<file path="src/hdl/calendar_date_stepper_core_assert.svh">
// ----------------------------------------------------------------------------
// Calendar date stepper assertion macros
// Concurrent assertion macros on clk, disabled while arst_n is low.
// ----------------------------------------------------------------------------
`ifndef CALENDAR_DATE_STEPPER_CORE_ASSERT_SVH
`define CALENDAR_DATE_STEPPER_CORE_ASSERT_SVH

`ifndef NO_ASSERTIONS

`define CDS_ASSERT_IMPL(label, ante, cons) \
	label: assert property (@(posedge clk) disable iff (!arst_n) (ante) |-> (cons)) \
		else $error("calendar date stepper: same-cycle check failed");

`define CDS_ASSERT_NEXT(label, ante, cons) \
	label: assert property (@(posedge clk) disable iff (!arst_n) (ante) |=> (cons)) \
		else $error("calendar date stepper: next-cycle check failed");

`else

`define CDS_ASSERT_IMPL(label, ante, cons)

`define CDS_ASSERT_NEXT(label, ante, cons)

`endif

`endif

</file>
<file path="src/hdl/cds_pkg.sv">
// ----------------------------------------------------------------------------
// Calendar date stepper package
// Widths, month and function codes, controller state, command and status
// types, and the month length and leap year functions.
// ----------------------------------------------------------------------------
package cds_pkg;

	localparam int DAY_W  = 5;
	localparam int MON_W  = 4;
	localparam int YEAR_W = 14;
	localparam int CNT_W  = 21;

	localparam logic [YEAR_W-1:0] YEAR_TOP     = 14'd16383;
	localparam logic [YEAR_W-1:0] MAX_YEAR_RST = 14'd9999;

	localparam logic FN_LOAD = 1'b0;
	localparam logic FN_STEP = 1'b1;

	localparam logic [MON_W-1:0] MON_JAN = 4'd1;
	localparam logic [MON_W-1:0] MON_FEB = 4'd2;
	localparam logic [MON_W-1:0] MON_APR = 4'd4;
	localparam logic [MON_W-1:0] MON_JUN = 4'd6;
	localparam logic [MON_W-1:0] MON_SEP = 4'd9;
	localparam logic [MON_W-1:0] MON_NOV = 4'd11;
	localparam logic [MON_W-1:0] MON_DEC = 4'd12;

	// inverse of 25 modulo 2^14, and the largest product of a multiple of 25
	localparam logic [YEAR_W-1:0] INV25     = 14'd7209;
	localparam logic [YEAR_W-1:0] DIV25_LIM = 14'd655;

	typedef enum logic [1:0] {
		ST_IDLE,
		ST_LOAD,
		ST_STEP,
		ST_FIN
	} cds_state_t;

	typedef struct packed {
		logic capture;
		logic load;
		logic step;
		logic out_load;
	} cds_cmd_t;

	typedef struct packed {
		logic cnt_zero;
		logic at_bound;
	} cds_sts_t;

	function automatic logic is_leap(input logic [YEAR_W-1:0] y);
		logic [YEAR_W-1:0] prod;
		logic              div25;
		prod  = YEAR_W'(y * INV25);
		div25 = (prod <= DIV25_LIM);
		return (y[1:0] == 2'd0) && (!div25 || (y[3:0] == 4'd0));
	endfunction

	function automatic logic [DAY_W-1:0] month_len(input logic [MON_W-1:0] m,
		input logic leap);
		logic [DAY_W-1:0] len;
		unique case (m) inside
			MON_FEB: len = leap ? 5'd29 : 5'd28;
			MON_APR, MON_JUN, MON_SEP, MON_NOV: len = 5'd30;
			default: len = 5'd31;
		endcase
		return len;
	endfunction

endpackage

</file>
<file path="src/hdl/calendar_date_stepper_core.sv">
// ----------------------------------------------------------------------------
// Calendar date stepper core
// Gregorian date counter with load check and signed day stepping.
// ----------------------------------------------------------------------------
// One request is worked on at a time. A load passes from acceptance to the
// result being offered through capture, check against month length and
// max_year, and hand-off. A step moves the date by |day_count| days, fewer
// when the date clamps at 1 January of year 1 or 31 December of year 16383;
// the datapath moves the date by exactly one day per cycle. The result
// sits in an output register; a new request is taken while it waits, and the
// next result is handed over once it has gone. max_year is written at any
// time through the configuration channel and a value of 0 acts as 1.
module calendar_date_stepper_core (
	input  logic                             clk,
	input  logic                             arst_n,
	input  logic                             in_valid,
	output logic                             in_ready,
	input  logic                             func,
	input  logic [cds_pkg::DAY_W-1:0]        day,
	input  logic [cds_pkg::MON_W-1:0]        month,
	input  logic [cds_pkg::YEAR_W-1:0]       year,
	input  logic signed [cds_pkg::CNT_W-1:0] day_count,
	output logic                             out_valid,
	input  logic                             out_ready,
	output logic [cds_pkg::DAY_W-1:0]        cur_day,
	output logic [cds_pkg::MON_W-1:0]        cur_month,
	output logic [cds_pkg::YEAR_W-1:0]       cur_year,
	input  logic                             cfg_valid,
	output logic                             cfg_ready,
	input  logic [cds_pkg::YEAR_W-1:0]       cfg_data
);
	import cds_pkg::*;

	cds_cmd_t cmd;
	cds_sts_t sts;

	assign cfg_ready = 1'b1;

	cds_ctrl u_ctrl (
		.clk       (clk),
		.arst_n    (arst_n),
		.in_valid  (in_valid),
		.func      (func),
		.out_ready (out_ready),
		.sts       (sts),
		.in_ready  (in_ready),
		.out_valid (out_valid),
		.cmd       (cmd)
	);

	cds_dpath u_dpath (
		.clk       (clk),
		.arst_n    (arst_n),
		.cmd       (cmd),
		.cfg_we    (cfg_valid),
		.cfg_data  (cfg_data),
		.day       (day),
		.month     (month),
		.year      (year),
		.day_count (day_count),
		.sts       (sts),
		.cur_day   (cur_day),
		.cur_month (cur_month),
		.cur_year  (cur_year)
	);

`include "calendar_date_stepper_core_assert.svh"

	`CDS_ASSERT_NEXT(a_one_at_a_time, in_valid && in_ready, !in_ready)
	`CDS_ASSERT_IMPL(a_month_range, out_valid, (cur_month >= MON_JAN) && (cur_month <= MON_DEC))
	`CDS_ASSERT_IMPL(a_date_nonzero, out_valid, (cur_day != '0) && (cur_year != '0))
	`CDS_ASSERT_IMPL(a_step_only_live, cmd.step, !sts.cnt_zero && !sts.at_bound)

endmodule

</file>
<file path="src/hdl/cds_ctrl.sv">
// ----------------------------------------------------------------------------
// Calendar date stepper controller
// Sequences capture, load check, day stepping and result hand-off.
// ----------------------------------------------------------------------------
module cds_ctrl (
	input  logic            clk,
	input  logic            arst_n,
	input  logic            in_valid,
	input  logic            func,
	input  logic            out_ready,
	input  cds_pkg::cds_sts_t sts,
	output logic            in_ready,
	output logic            out_valid,
	output cds_pkg::cds_cmd_t cmd
);
	import cds_pkg::*;

	cds_state_t state_q;
	cds_state_t state_nxt;
	logic       out_valid_q;
	logic       out_free;

	assign out_free  = !out_valid_q || out_ready;
	assign out_valid = out_valid_q;

	always_comb begin
		state_nxt = state_q;
		unique case (state_q)
			ST_IDLE: begin
				if (in_valid) begin
					state_nxt = (func == FN_STEP) ? ST_STEP : ST_LOAD;
				end
			end
			ST_LOAD: state_nxt = ST_FIN;
			ST_STEP: begin
				if (sts.cnt_zero || sts.at_bound) begin
					state_nxt = ST_FIN;
				end
			end
			ST_FIN: begin
				if (out_free) begin
					state_nxt = ST_IDLE;
				end
			end
			default: state_nxt = ST_IDLE;
		endcase
	end

	always_comb begin
		in_ready     = 1'b0;
		cmd          = '0;
		unique case (state_q)
			ST_IDLE: begin
				in_ready    = 1'b1;
				cmd.capture = in_valid;
			end
			ST_LOAD: cmd.load = 1'b1;
			ST_STEP: cmd.step = !(sts.cnt_zero || sts.at_bound);
			ST_FIN:  cmd.out_load = out_free;
			default: cmd = '0;
		endcase
	end

	always_ff @(posedge clk or negedge arst_n) begin
		if (!arst_n) begin
			state_q     <= ST_IDLE;
			out_valid_q <= 1'b0;
		end else begin
			state_q <= state_nxt;
			if (cmd.out_load) begin
				out_valid_q <= 1'b1;
			end else if (out_ready) begin
				out_valid_q <= 1'b0;
			end
		end
	end

endmodule

</file>
<file path="src/hdl/cds_dpath.sv">
// ----------------------------------------------------------------------------
// Calendar date stepper datapath
// Date registers, load check, one-day stepper, day counter and result register.
// ----------------------------------------------------------------------------
module cds_dpath (
	input  logic                        clk,
	input  logic                        arst_n,
	input  cds_pkg::cds_cmd_t           cmd,
	input  logic                        cfg_we,
	input  logic [cds_pkg::YEAR_W-1:0]  cfg_data,
	input  logic [cds_pkg::DAY_W-1:0]   day,
	input  logic [cds_pkg::MON_W-1:0]   month,
	input  logic [cds_pkg::YEAR_W-1:0]  year,
	input  logic signed [cds_pkg::CNT_W-1:0] day_count,
	output cds_pkg::cds_sts_t           sts,
	output logic [cds_pkg::DAY_W-1:0]   cur_day,
	output logic [cds_pkg::MON_W-1:0]   cur_month,
	output logic [cds_pkg::YEAR_W-1:0]  cur_year
);
	import cds_pkg::*;

	logic [YEAR_W-1:0] max_year_q;
	logic [DAY_W-1:0]  day_q;
	logic [MON_W-1:0]  month_q;
	logic [YEAR_W-1:0] year_q;
	logic [CNT_W-1:0]  cnt_q;
	logic              back_q;
	logic [DAY_W-1:0]  ld_day_q;
	logic [MON_W-1:0]  ld_month_q;
	logic [YEAR_W-1:0] ld_year_q;
	logic [DAY_W-1:0]  out_day_q;
	logic [MON_W-1:0]  out_month_q;
	logic [YEAR_W-1:0] out_year_q;

	logic [YEAR_W-1:0] top_year;
	logic [YEAR_W-1:0] leap_year;
	logic              leap;
	logic              ld_ok;
	logic [DAY_W-1:0]  len_cur;
	logic [DAY_W-1:0]  len_prev;
	logic [DAY_W-1:0]  day_nxt;
	logic [MON_W-1:0]  month_nxt;
	logic [YEAR_W-1:0] year_nxt;
	logic [CNT_W-1:0]  cnt_mag;

	assign top_year  = (max_year_q == '0) ? YEAR_W'(1) : max_year_q;
	assign leap_year = cmd.load ? ld_year_q : year_q;
	assign leap      = is_leap(leap_year);
	assign len_cur   = month_len(month_q, leap);
	assign len_prev  = month_len(month_q - MON_W'(1), leap);
	assign cnt_mag   = day_count[CNT_W-1] ? CNT_W'(-day_count) : CNT_W'(day_count);

	assign ld_ok = (ld_month_q >= MON_JAN) && (ld_month_q <= MON_DEC)
		&& (ld_year_q != '0) && (ld_year_q <= top_year)
		&& (ld_day_q != '0) && (ld_day_q <= month_len(ld_month_q, leap));

	always_comb begin
		day_nxt   = day_q;
		month_nxt = month_q;
		year_nxt  = year_q;
		if (!back_q) begin
			if (day_q == len_cur) begin
				day_nxt = DAY_W'(1);
				if (month_q == MON_DEC) begin
					month_nxt = MON_JAN;
					year_nxt  = year_q + YEAR_W'(1);
				end else begin
					month_nxt = month_q + MON_W'(1);
				end
			end else begin
				day_nxt = day_q + DAY_W'(1);
			end
		end else begin
			if (day_q == DAY_W'(1)) begin
				if (month_q == MON_JAN) begin
					day_nxt   = DAY_W'(31);
					month_nxt = MON_DEC;
					year_nxt  = year_q - YEAR_W'(1);
				end else begin
					day_nxt   = len_prev;
					month_nxt = month_q - MON_W'(1);
				end
			end else begin
				day_nxt = day_q - DAY_W'(1);
			end
		end
	end

	assign sts.cnt_zero = (cnt_q == '0);
	assign sts.at_bound = back_q
		? ((year_q == YEAR_W'(1)) && (month_q == MON_JAN) && (day_q == DAY_W'(1)))
		: ((year_q == YEAR_TOP) && (month_q == MON_DEC) && (day_q == DAY_W'(31)));

	always_ff @(posedge clk or negedge arst_n) begin
		if (!arst_n) begin
			max_year_q <= MAX_YEAR_RST;
			day_q      <= DAY_W'(1);
			month_q    <= MON_JAN;
			year_q     <= MAX_YEAR_RST;
			cnt_q      <= '0;
			back_q     <= 1'b0;
		end else begin
			if (cfg_we) begin
				max_year_q <= cfg_data;
			end
			if (cmd.capture) begin
				cnt_q  <= cnt_mag;
				back_q <= day_count[CNT_W-1];
			end else if (cmd.step) begin
				cnt_q <= cnt_q - CNT_W'(1);
			end
			if (cmd.load) begin
				if (ld_ok) begin
					day_q   <= ld_day_q;
					month_q <= ld_month_q;
					year_q  <= ld_year_q;
				end else begin
					day_q   <= DAY_W'(1);
					month_q <= MON_JAN;
					year_q  <= top_year;
				end
			end else if (cmd.step) begin
				day_q   <= day_nxt;
				month_q <= month_nxt;
				year_q  <= year_nxt;
			end
		end
	end

	always_ff @(posedge clk) begin
		if (cmd.capture) begin
			ld_day_q   <= day;
			ld_month_q <= month;
			ld_year_q  <= year;
		end
		if (cmd.out_load) begin
			out_day_q   <= day_q;
			out_month_q <= month_q;
			out_year_q  <= year_q;
		end
	end

	assign cur_day   = out_day_q;
	assign cur_month = out_month_q;
	assign cur_year  = out_year_q;

endmodule
</file>
<file path="config.mk">
export PLATFORM = sky130hd
export DESIGN_NAME = calendar_date_stepper_core
export DESIGN_NICKNAME = d
export VERILOG_FILES = /design/src/hdl/cds_pkg.sv /design/src/hdl/calendar_date_stepper_core.sv /design/src/hdl/cds_ctrl.sv /design/src/hdl/cds_dpath.sv
export VERILOG_INCLUDE_DIRS = /design/src /design/src/hdl
export SDC_FILE = /design/constraint.sdc
export NUM_CORES = 1
export LEC_CHECK = 0
export ABC_AREA = 1
export ABC_CLOCK_PERIOD_IN_PS = 11900
export BUFFER_PORTS_ARGS = -buffer_cell sky130_fd_sc_hd__buf_2
export CORE_AREA = 2 2 134 136
export DETAILED_ROUTE_END_ITERATION = 8
export DIE_AREA = 0 0 136 138
export GPL_TIMING_DRIVEN = 0
export PLACE_DENSITY = 0.74
export SLEW_MARGIN = 20
export SYNTH_ARGS = -nofsm -noshare
export SYNTH_HDL_FRONTEND = slang
export SYNTH_HIERARCHICAL = 1
export SYNTH_SLANG_ARGS = --single-unit
</file>
<file path="constraint.sdc">
create_clock -name clk -period 11.9 [get_ports clk]
set_input_delay 1.785 -clock clk [delete_from_list [all_inputs] [get_ports clk]]
set_output_delay 1.785 -clock clk [all_outputs]
set_load 0.05 [all_outputs]
</file>
==> flow_summary.yaml, run 1 <==
worst_setup_path:
  crit_buf_inv: 8
  cp.depth: 34
  slowest_delay_ns: 0.52
  ff2ff_path_depth: 34
  worstPathRequired_ns: 12.15
  critPathArrivalTime_ns: 7.90
  endpoint: "u_dpath/year_q[12]$_DFFE_PN0P_"
  critical_path_class: "flip-flop to flip-flop"
  startpoint_type: "flip-flop"
  cp_max_fo: 10
  slowest_stage: "fa_1"
  r2r-end: "u_dpath/year_q[12]$_DFFE_PN0P_"
  worstSetupEndpointType: "flip-flop"
  cpMostUsedCell: "ha_1"
  r2r-start: "u_ctrl/state_q[1]$_DFFE_PN0P_"
  path_delay_family: "adder cells"
  reg2reg_slack_ns: 4.25
  startpoint: "u_ctrl/state_q[1]$_DFFE_PN0P_"
yosys:
  synth_commonest_cells: "nand2_1 (229), inv_1 (169), o21ai_0 (99)"
  ys.flop_type: "edfxtp_1"
  synth_nets: 1239
  yosysTopAreaCellShare_pct: 16.57
  synth_edf_count: 46
  yosysSeqAreaShare_pct: 35.45
  syn_area_per_cell_um2: 7.654
  yosys.area.top_type: "edfxtp_1"
  ys_types: 56
  synth-warning-count: 6
  synth_most_common_cell: "nand2_1"
  synth_area_leaders: "edfxtp_1 (17%), dfrtp_1 (13%), ha_1 (11%)"
  synth_area_mm2: 0.008335
  ys_async_sr_fraction_pct: 57.41
  synth_seq_cells: 108
  synth_cells: 1089
grt:
  use_met3_pct: 3.997
  top_usage_layer: "met2"
  overflow: 0
  antenna_found_initial: 0
  use_met2_pct: 36.50
  grt_max_degree: 49
  grt_pass1_vias: 6991
  use_met1_pct: 32.28
  grt_pass1_wl_um: 34600
  track_usage_pct: 23.15
floorplanning:
  core-area_mm2: 0.01753
  placement_rows: 49
  die_w_um: 136
  die_height_um: 138
  dieArea_mm2: 0.01877
  floorplan.initialDensity_pct: 47.54
  pin_count: 90
drt:
  drcViolationCount: 0
  wire_per_inst_um: 14.80
  postRouteAntennaNets: 0
  vias_per_cell: 5.340
  drt-pass1-iter-count: 4
  wirelength_um: 21070
  vias: 7599
  initialDrtViolationCount: 499
timing:
  rsz0062_at_grt: "false"
  fin_skew_ns: 0.01301
  max_slew.worst_pin.slew_ns: 1.045
  relSlewSlack_pct: 29.87
  hold_viol: 0
  min_period_ns: 7.645
  setup_violations: 0
  max_freq_mhz: 130.8
  fin_crit_sh_pct: 64.24
  final.setup.tns_ns: 0
  slew_violations: 0
clock_tree:
  cts-resized-gates: 0
  cts_buffer_depth: 2
  worstSkewPairLatency_ns: 0.37
  root_buffer: "clkbuf_16"
  post-cts-setup-buffers: 0
  clock-sinks: 108
  cts_hold_buffers: 0
  clk_pin_slew_worst_paths_ns: 0.07
  cts_tree: "built"
  h-tree-depth: 3
  cts-buffers-inserted: 9
outcome:
  status: "completed"
finish:
  diodes: 0
  drive_above_1_share_pct: 13.15
  fin_area_mm2: 0.009419
  nets: 1339
  area_growth_syn_to_layout_pct: 13.00
placement:
  place.gp.congestion: 0.9803
  io_buffers: 87
  hpwl_um: 16340
  dpl_cell_area_mm2: 0.009126
power_and_ir_drop:
  p_leak_nw: 4.583
  p_per_area_mw_per_mm2: 310.8
  vdd_drop_max_mv: 0.1562
job:
  max_cap_violations: 0
hold_path:
  worstHoldPathType: "flip-flop to flip-flop"
routing by layer:
layer / vias to the layer above / wire length [µm]
li1: 3826 / -
met3: 34 / 1318
met2: 259 / 9637
met4: 0 / 501
met5: - / 0
met1: 3480 / 9608
registers in the layout, indices dropped and copies added, names as in the netlist, 2 cells and up:
signal,flops
u_dpath/cur_month,4
u_dpath/cur_year,14
u_dpath/ld_day_q,5
u_dpath/max_year_q,14
u_dpath/year_q,14
u_dpath/ld_month_q,4
u_ctrl/state_q,2
u_dpath/cur_day,5
u_dpath/ld_year_q,14
u_dpath/cnt_q,21
u_dpath/day_q,5
u_dpath/month_q,4
cell type report:
class,instances,area (µm²)
plain buffers,35,178.9
clock buffers,9,225.2
clock inverters,7,67.56
fillers,1667,8115
inverters,172,645.6
multi-input cells,774,4567
flip-flops and latches,108,2955
well taps,229,286.5
repair buffers,89,493.0
power breakdown:
part	internal (mW)	switching (mW)	total [mW]	leakage (nW)
Combinational	0.707	1.28	1.98	3.29
Clock	0.148	0.148	0.296	0.145
Sequential	0.537	0.112	0.650	1.15
Total	1.39	1.54	2.93	4.58
placed cells by master (no fill, tap or decap), types with 5 or more instances in the layout:
master	netlist	layout
a21oi_1	76	75
a31oi_1	5	5
buf_2	2	88
clkbuf_1	25	25
clkbuf_16	0	9
dfrtp_1	44	44
dfstp_2	18	18
edfxtp_1	46	46
fa_1	11	11
ha_1	75	75
inv_1	169	168
nand2_1	229	229
nand2_2	6	6
nand3_1	46	46
nand4_1	32	32
nor2_1	86	86
nor3_1	18	18
nor4_1	5	5
o211ai_1	5	5
o21ai_0	99	99
o41ai_1	5	5
or2_2	9	9
xnor2_1	13	13
xor2_1	14	14
worst register-to-register path, delay by kind of cell, from the launching register on:
kind                     cells  cell delay (ns)
AND/OR/NAND/NOR             11             1.40
adder cells (fa/ha/maj)      8             2.69
flip-flops                   1             0.43
buffers and inverters        8             1.60
AO/OA/AOI/OAI                6             1.26
XOR/XNOR                     1             0.14
through the flow:
| stage | power [mW] | utilization, % | worst slack [ns] | std cells | hold WS [ns] |
|---|---|---|---|---|---|
| 2_1_floorplan | 2.160 | - | 5.769 | 1089 | 0.4196 |
| 3_3_place_gp | 2.548 | 51.66 | 4.423 | 1405 | 0.4252 |
| 3_5_place_dp | 2.610 | 52.05 | 4.390 | 1407 | 0.4331 |
| 4_1_cts | 2.921 | 53.72 | 4.373 | 1423 | 0.4508 |
| 5_1_grt | 3.268 | 53.72 | 3.705 | 1423 | 0.4561 |
| 6_report | 2.927 | 53.72 | 4.255 | 1423 | 0.4489 |
cell families after synthesis:
logic type,count (synthesis),synth area share (%)
and+or+nand+nor,441,23.19
DFF,108,35.45
adders and majority gates,86,13.90
AOI/OAI and AO/OA,219,14.68
xor gates and xnor gates,27,2.837
other,1,0.04499
buffers and inverters,207,9.892
how the worst min path moves through the flow:
stage | start | end | slack, ns | cells past startpoint
5_1_grt | u_dpath/month_q[3]$_DFFE_PN0P_ | u_dpath/cur_month[3]$_DFFE_PP_ | 0.46 | 0
3_3_place_gp | u_dpath/day_q[2]$_DFFE_PN0P_ | u_dpath/cur_day[2]$_DFFE_PP_ | 0.43 | 0
6_report | u_dpath/month_q[2]$_DFFE_PN0P_ | u_dpath/cur_month[2]$_DFFE_PP_ | 0.45 | 0
3_5_place_dp | u_dpath/month_q[3]$_DFFE_PN0P_ | u_dpath/cur_month[3]$_DFFE_PP_ | 0.43 | 0
4_1_cts | u_dpath/month_q[3]$_DFFE_PN0P_ | u_dpath/cur_month[3]$_DFFE_PP_ | 0.45 | 0
2_1_floorplan | u_dpath/year_q[6]$_DFFE_PN0P_ | u_dpath/cur_year[6]$_DFFE_PP_ | 0.42 | 0
Power figures use the tool's default switching activity.
==> run 2, diff against run 1 <==
--- a/config.mk
+++ b/config.mk
@@ -7,13 +7,13 @@
 export NUM_CORES = 1
 export LEC_CHECK = 0
 export ABC_AREA = 1
-export ABC_CLOCK_PERIOD_IN_PS = 11900
+export ABC_CLOCK_PERIOD_IN_PS = 6300
 export BUFFER_PORTS_ARGS = -buffer_cell sky130_fd_sc_hd__buf_2
 export CORE_AREA = 2 2 134 136
 export DETAILED_ROUTE_END_ITERATION = 8
 export DIE_AREA = 0 0 136 138
 export GPL_TIMING_DRIVEN = 0
-export PLACE_DENSITY = 0.74
+export PLACE_DENSITY = 0.76
 export SLEW_MARGIN = 20
 export SYNTH_ARGS = -nofsm -noshare
 export SYNTH_HDL_FRONTEND = slang
==> constraint.sdc (replaced) <==
create_clock -name clk -period 6.3 [get_ports clk]
set_input_delay 0.945 -clock clk [delete_from_list [all_inputs] [get_ports clk]]
set_output_delay 0.945 -clock clk [all_outputs]
set_load 0.05 [all_outputs]
==> flow_summary.yaml, run 2 (same netlist as run 1, synthesis figures left out) <==
worst_setup_path:
  startpoint: "u_ctrl/state_q[1]$_DFFE_PN0P_"
  slowest_delay_ns: 0.53
  startpoint_type: "flip-flop"
  slowest_stage: "fa_1"
  r2r-start: "u_ctrl/state_q[1]$_DFFE_PN0P_"
  reg2reg_slack_ns: 0.17
  critPathArrivalTime_ns: 6.42
  cpMostUsedCell: "nand2_1"
  r2r-end: "u_dpath/year_q[3]$_DFFE_PN1P_"
  critical_path_class: "flip-flop to flip-flop"
  worstSetupEndpointType: "flip-flop"
  worstPathRequired_ns: 6.59
  ff2ff_path_depth: 39
  endpoint: "u_dpath/year_q[3]$_DFFE_PN1P_"
  cp_max_fo: 14
finish:
  area_growth_syn_to_layout_pct: 16.32
  nets: 1349
  fill_cells: 1642
  diodes: 0
  final_common_cell: "nand2_1"
  finalNonFillerCells: 1433
  largest_reg_flops: 21
  fin_util_pct: 55.29
  top_register: "u_dpath/cnt_q"
  layout_common_cells: "nand2_1 (226), inv_1 (167), buf_2 (88)"
  drive_above_1_share_pct: 16.20
clock_tree:
  cts_tree: "built"
  h-tree-depth: 3
  cts-buffers-inserted: 9
  worstSkewPairLatency_ns: 0.36
  root_buffer: "clkbuf_16"
  clk_pin_slew_worst_paths_ns: 0.07
  cts_buffer_depth: 2
  cts_hold_buffers: 0
  clock-sinks: 108
floorplanning:
  core-area_mm2: 0.01753
  dieArea_mm2: 0.01877
  die_w_um: 136
  placement_rows: 49
  pin_count: 90
  floorplan.initialDensity_pct: 47.54
  die_height_um: 138
grt:
  overflow: 0
  grt_pass1_vias: 7241
  antenna_found_initial: 0
  track_usage_pct: 23.18
  grt_pass1_wl_um: 34980
  grt_max_degree: 43
hold_path:
  worstHoldPathType: "flip-flop to flip-flop"
  hp-start: "u_dpath/year_q[7]$_DFFE_PN0P_"
placement:
  placed_cells: 1407
  place.gp.congestion: 0.9759
  hpwl_um: 16890
  pre_cts_ws_ns: -1.341
  io_buffers: 87
power_and_ir_drop:
  p_total_mw: 5.802
  p_leak_nw: 4.685
  vdd_drop_max_mv: 0.3246
  p_per_area_mw_per_mm2: 598.4
drt:
  vias_per_cell: 5.415
  initialDrtViolationCount: 615
  vias: 7760
  drt-pass1-iter-count: 5
  wire_per_inst_um: 15.18
  drcViolationCount: 0
  wirelength_um: 21750
  postRouteAntennaNets: 0
timing:
  worst_slack_ns: 0.1674
  max_freq_mhz: 163.1
  slew_violations: 0
  relSlewSlack_pct: 28.91
  max_slew.worst_pin.slew_ns: 1.065
  min_period_ns: 6.133
  fin_crit_sh_pct: 97.34
  fin_skew_ns: 0.01030
  hold_viol: 0
  setup_violations: 0
outcome:
  status: "completed"
job:
  max_cap_violations: 0
## run 2: cell count changes in the layout (fill, tap and decap cells not counted), moves of 3 or more
cell     before  now
nand2_1     229  226
o21ai_1       1   11
o21ai_0      99   82
buf_4         4   14
a21oi_2       1    6
a21oi_1      75   70
o21ai_2       1    6
## run 2: through the flow
stage	setup TNS (ns)	hold slack, ns	cell area, µm²
2_1_floorplan	0	0.4196	8335
3_3_place_gp	-27.11	0.4268	9057
3_5_place_dp	-28.57	0.4286	9126
4_1_cts	0	0.4432	9528
5_1_grt	-0.4196	0.4606	9696
6_report	0	0.4436	9696
## run 2: worst min path at each step
stage	depth (start not counted)	slack (ns)	end
floorplan	0	0.42	u_dpath/cur_year[6]$_DFFE_PP_
global placement	0	0.43	u_dpath/cur_day[2]$_DFFE_PP_
detailed placement	0	0.43	u_dpath/cur_year[7]$_DFFE_PP_
CTS	0	0.44	u_dpath/cur_year[7]$_DFFE_PP_
global route	0	0.46	u_dpath/cur_year[7]$_DFFE_PP_
finish	0	0.44	u_dpath/cur_year[7]$_DFFE_PP_
## run 2: layout make-up
cell class / count / area [µm²] / area share, %
Multi-Input combinational cell: 774 / 4691 / 48.38
Sequential cell: 108 / 2957 / 30.49
Inverter: 172 / 645.6 / 6.659
Timing Repair Buffer: 101 / 621.8 / 6.414
Tap cell: 229 / 286.5 / 2.955
Clock buffer: 12 / 236.5 / 2.439
Buffer: 33 / 201.4 / 2.078
Clock inverter: 4 / 56.30 / 0.5807
## run 2: report_power, final
part           total (mW)  internal, mW  switching [mW]
sequential           1.23          1.02           0.216
clock               0.564         0.312           0.251
combinational        4.01          1.47            2.54
total                5.80          2.79            3.01
## run 2: worst max-delay path, delay by kind of cell, from the launching register on
kind	cells	cell delay [ns]
adders and majority gates	7	2.29
and+or+nand+nor	18	1.59
buffers and inverters	7	0.65
DFF	1	0.39
AOI/OAI and AO/OA	7	1.12
## run 2: metal layers
layer,vias up,wire length [µm],track usage [%]
li1,3833,-,-
met1,3599,9658,31.50
met2,286,10230,37.58
met3,42,1341,3.374
met4,0,524,8.443
met5,-,0,0
## run 2: timing repair
item / CTS / global route
resized for setup: 42 / 26
setup buffers: 4 / 6
setup endpoints to repair: 23 / 23
gates cloned: 0 / 2
pin swaps: 1 / 7
==> run 3, diff against run 2 <==
--- a/config.mk
+++ b/config.mk
@@ -9,11 +9,13 @@
 export ABC_AREA = 1
 export ABC_CLOCK_PERIOD_IN_PS = 6300
 export BUFFER_PORTS_ARGS = -buffer_cell sky130_fd_sc_hd__buf_2
-export CORE_AREA = 2 2 134 136
+export CELL_PAD_IN_SITES_DETAIL_PLACEMENT = 2
+export CELL_PAD_IN_SITES_GLOBAL_PLACEMENT = 2
+export CORE_AREA = 2 2 165 167
 export DETAILED_ROUTE_END_ITERATION = 8
-export DIE_AREA = 0 0 136 138
+export DIE_AREA = 0 0 167 169
 export GPL_TIMING_DRIVEN = 0
-export PLACE_DENSITY = 0.76
+export PLACE_DENSITY = 0.83
 export SLEW_MARGIN = 20
 export SYNTH_ARGS = -nofsm -noshare
 export SYNTH_HDL_FRONTEND = slang
==> flow_summary.yaml, run 3 (same netlist as run 1, synthesis figures left out) <==
worst_setup_path:
  worstSetupEndpointType: "flip-flop"
  slowest_stage: "fa_1"
  worstPathRequired_ns: 6.60
  critPathArrivalTime_ns: 6.58
  crit_buf_inv: 7
  cp_max_fo: 10
  r2r-start: "u_ctrl/state_q[1]$_DFFE_PN0P_"
  critical_path_class: "flip-flop to flip-flop"
  slowest_delay_ns: 0.53
  startpoint: "u_ctrl/state_q[1]$_DFFE_PN0P_"
  startpoint_type: "flip-flop"
  path_delay_family: "adder cells"
clock_tree:
  clock-sinks: 108
  clk_pin_slew_worst_paths_ns: 0.09
  h-tree-depth: 3
  cts_tree: "built"
  worstSkewPairLatency_ns: 0.37
  root_buffer: "clkbuf_16"
  cts_buffer_depth: 2
  cts-buffers-inserted: 9
timing:
  hold_viol: 0
  rsz0062_at_grt: "true"
  fin_crit_sh_pct: 99.75
  relSlewSlack_pct: 45.88
  holdWs_ns: 0.4465
  fin_skew_ns: 0.01668
  min_period_ns: 6.284
  max_slew.worst_pin.slew_ns: 0.8088
  setup_violations: 0
  slew_violations: 0
  final.setup.tns_ns: 0
  worst_slack_ns: 0.01578
  max_freq_mhz: 159.1
drt:
  vias: 8295
  drcViolationCount: 0
  initialDrtViolationCount: 511
  wirelength_um: 33010
  vias_per_cell: 5.341
  wire_per_inst_um: 21.25
  drt-pass1-iter-count: 5
  postRouteAntennaNets: 0
finish:
  drive_above_1_share_pct: 20.13
  layout_common_cells: "nand2_1 (217), inv_1 (161), buf_2 (88)"
  final_common_cell: "nand2_1"
  top_register: "u_dpath/cnt_q"
  diodes: 0
  largest_reg_flops: 21
  fin_util_pct: 38.39
  area_growth_syn_to_layout_pct: 22.04
  nets: 1357
grt:
  grt_max_degree: 47
  track_usage_pct: 21.71
  antenna_found_initial: 0
  overflow: 0
  grt_pass1_vias: 8996
  grt_pass1_wl_um: 48570
floorplanning:
  core-area_mm2: 0.02650
  die_height_um: 169
  die_w_um: 167
  dieArea_mm2: 0.02822
  floorplan.initialDensity_pct: 31.45
  placement_rows: 60
  pin_count: 90
job:
  max_cap_violations: 0
outcome:
  status: "completed"
placement:
  place.gp.congestion: 0.8371
  hpwl_um: 23160
  io_buffers: 87
  pre_cts_ws_ns: -1.692
hold_path:
  worstHoldPathType: "primary input to async pin"
-- run 3: cell count changes in the layout (fill, tap and decap cells not counted), moves of 4 or more --
cell	previous run	this run
ha_1	73	66
a21oi_1	70	66
buf_4	14	21
ha_4	1	9
inv_1	167	161
inv_2	3	8
o21ai_0	82	78
nand2_2	8	14
nand2_1	226	217
a21oi_4	1	7
-- run 3: final cells by class --
type / count / area [µm²]
plain buffers: 34 / 225.2
clock buffers: 10 / 229.0
clock inverters: 6 / 56.30
fillers: 3047 / 16330
inverters: 172 / 648.1
multi-input cells: 774 / 4974
flip-flops and latches: 108 / 2957
well taps: 341 / 426.7
repair buffers: 108 / 656.9
-- run 3: metal layers --
metal	global-route usage (%)	share of wire [%]	vias up
met5	0	0	-
met3	3.180	3.6	62
met4	6.747	3.4	0
met2	39.52	51	197
met1	26.41	42	4178
li1	-	-	3858
-- run 3: final timing paths --
path	depth (start not counted)	slack [ns]	end
max in group asynchronous	2	5.22	u_dpath/year_q[3]$_DFFE_PN1P_
max	32	0.02	u_dpath/year_q[3]$_DFFE_PN1P_
min	1	0.45	u_dpath/max_year_q[11]$_DFFE_PN0P_
min reg2reg	0	0.46	u_dpath/cur_month[2]$_DFFE_PP_
max reg2reg	32	0.02	u_dpath/year_q[3]$_DFFE_PN1P_
min in group clk	0	0.46	u_dpath/cur_month[2]$_DFFE_PP_
-- run 3: repair_timing --
item,in CTS,in global routing
hold buffers,0,0
gates resized for setup,56,77
gates cloned,0,1
pin swaps,10,28
endpoints found under the hold margin,0,0
endpoints found under the setup margin,23,23
setup buffers,9,9
-- run 3: per-stage QoR --
stage	cell area (µm²)	cells
4_1_cts	9752	1543
5_1_grt	10170	1553
3_3_place_gp	9198	1517
6_report	10170	1553
3_5_place_dp	9266	1519
2_1_floorplan	8335	1089
Power of run 3 is not shown: default switching activity piles up to over one toggle a cycle in this logic, so the estimate is an artifact.
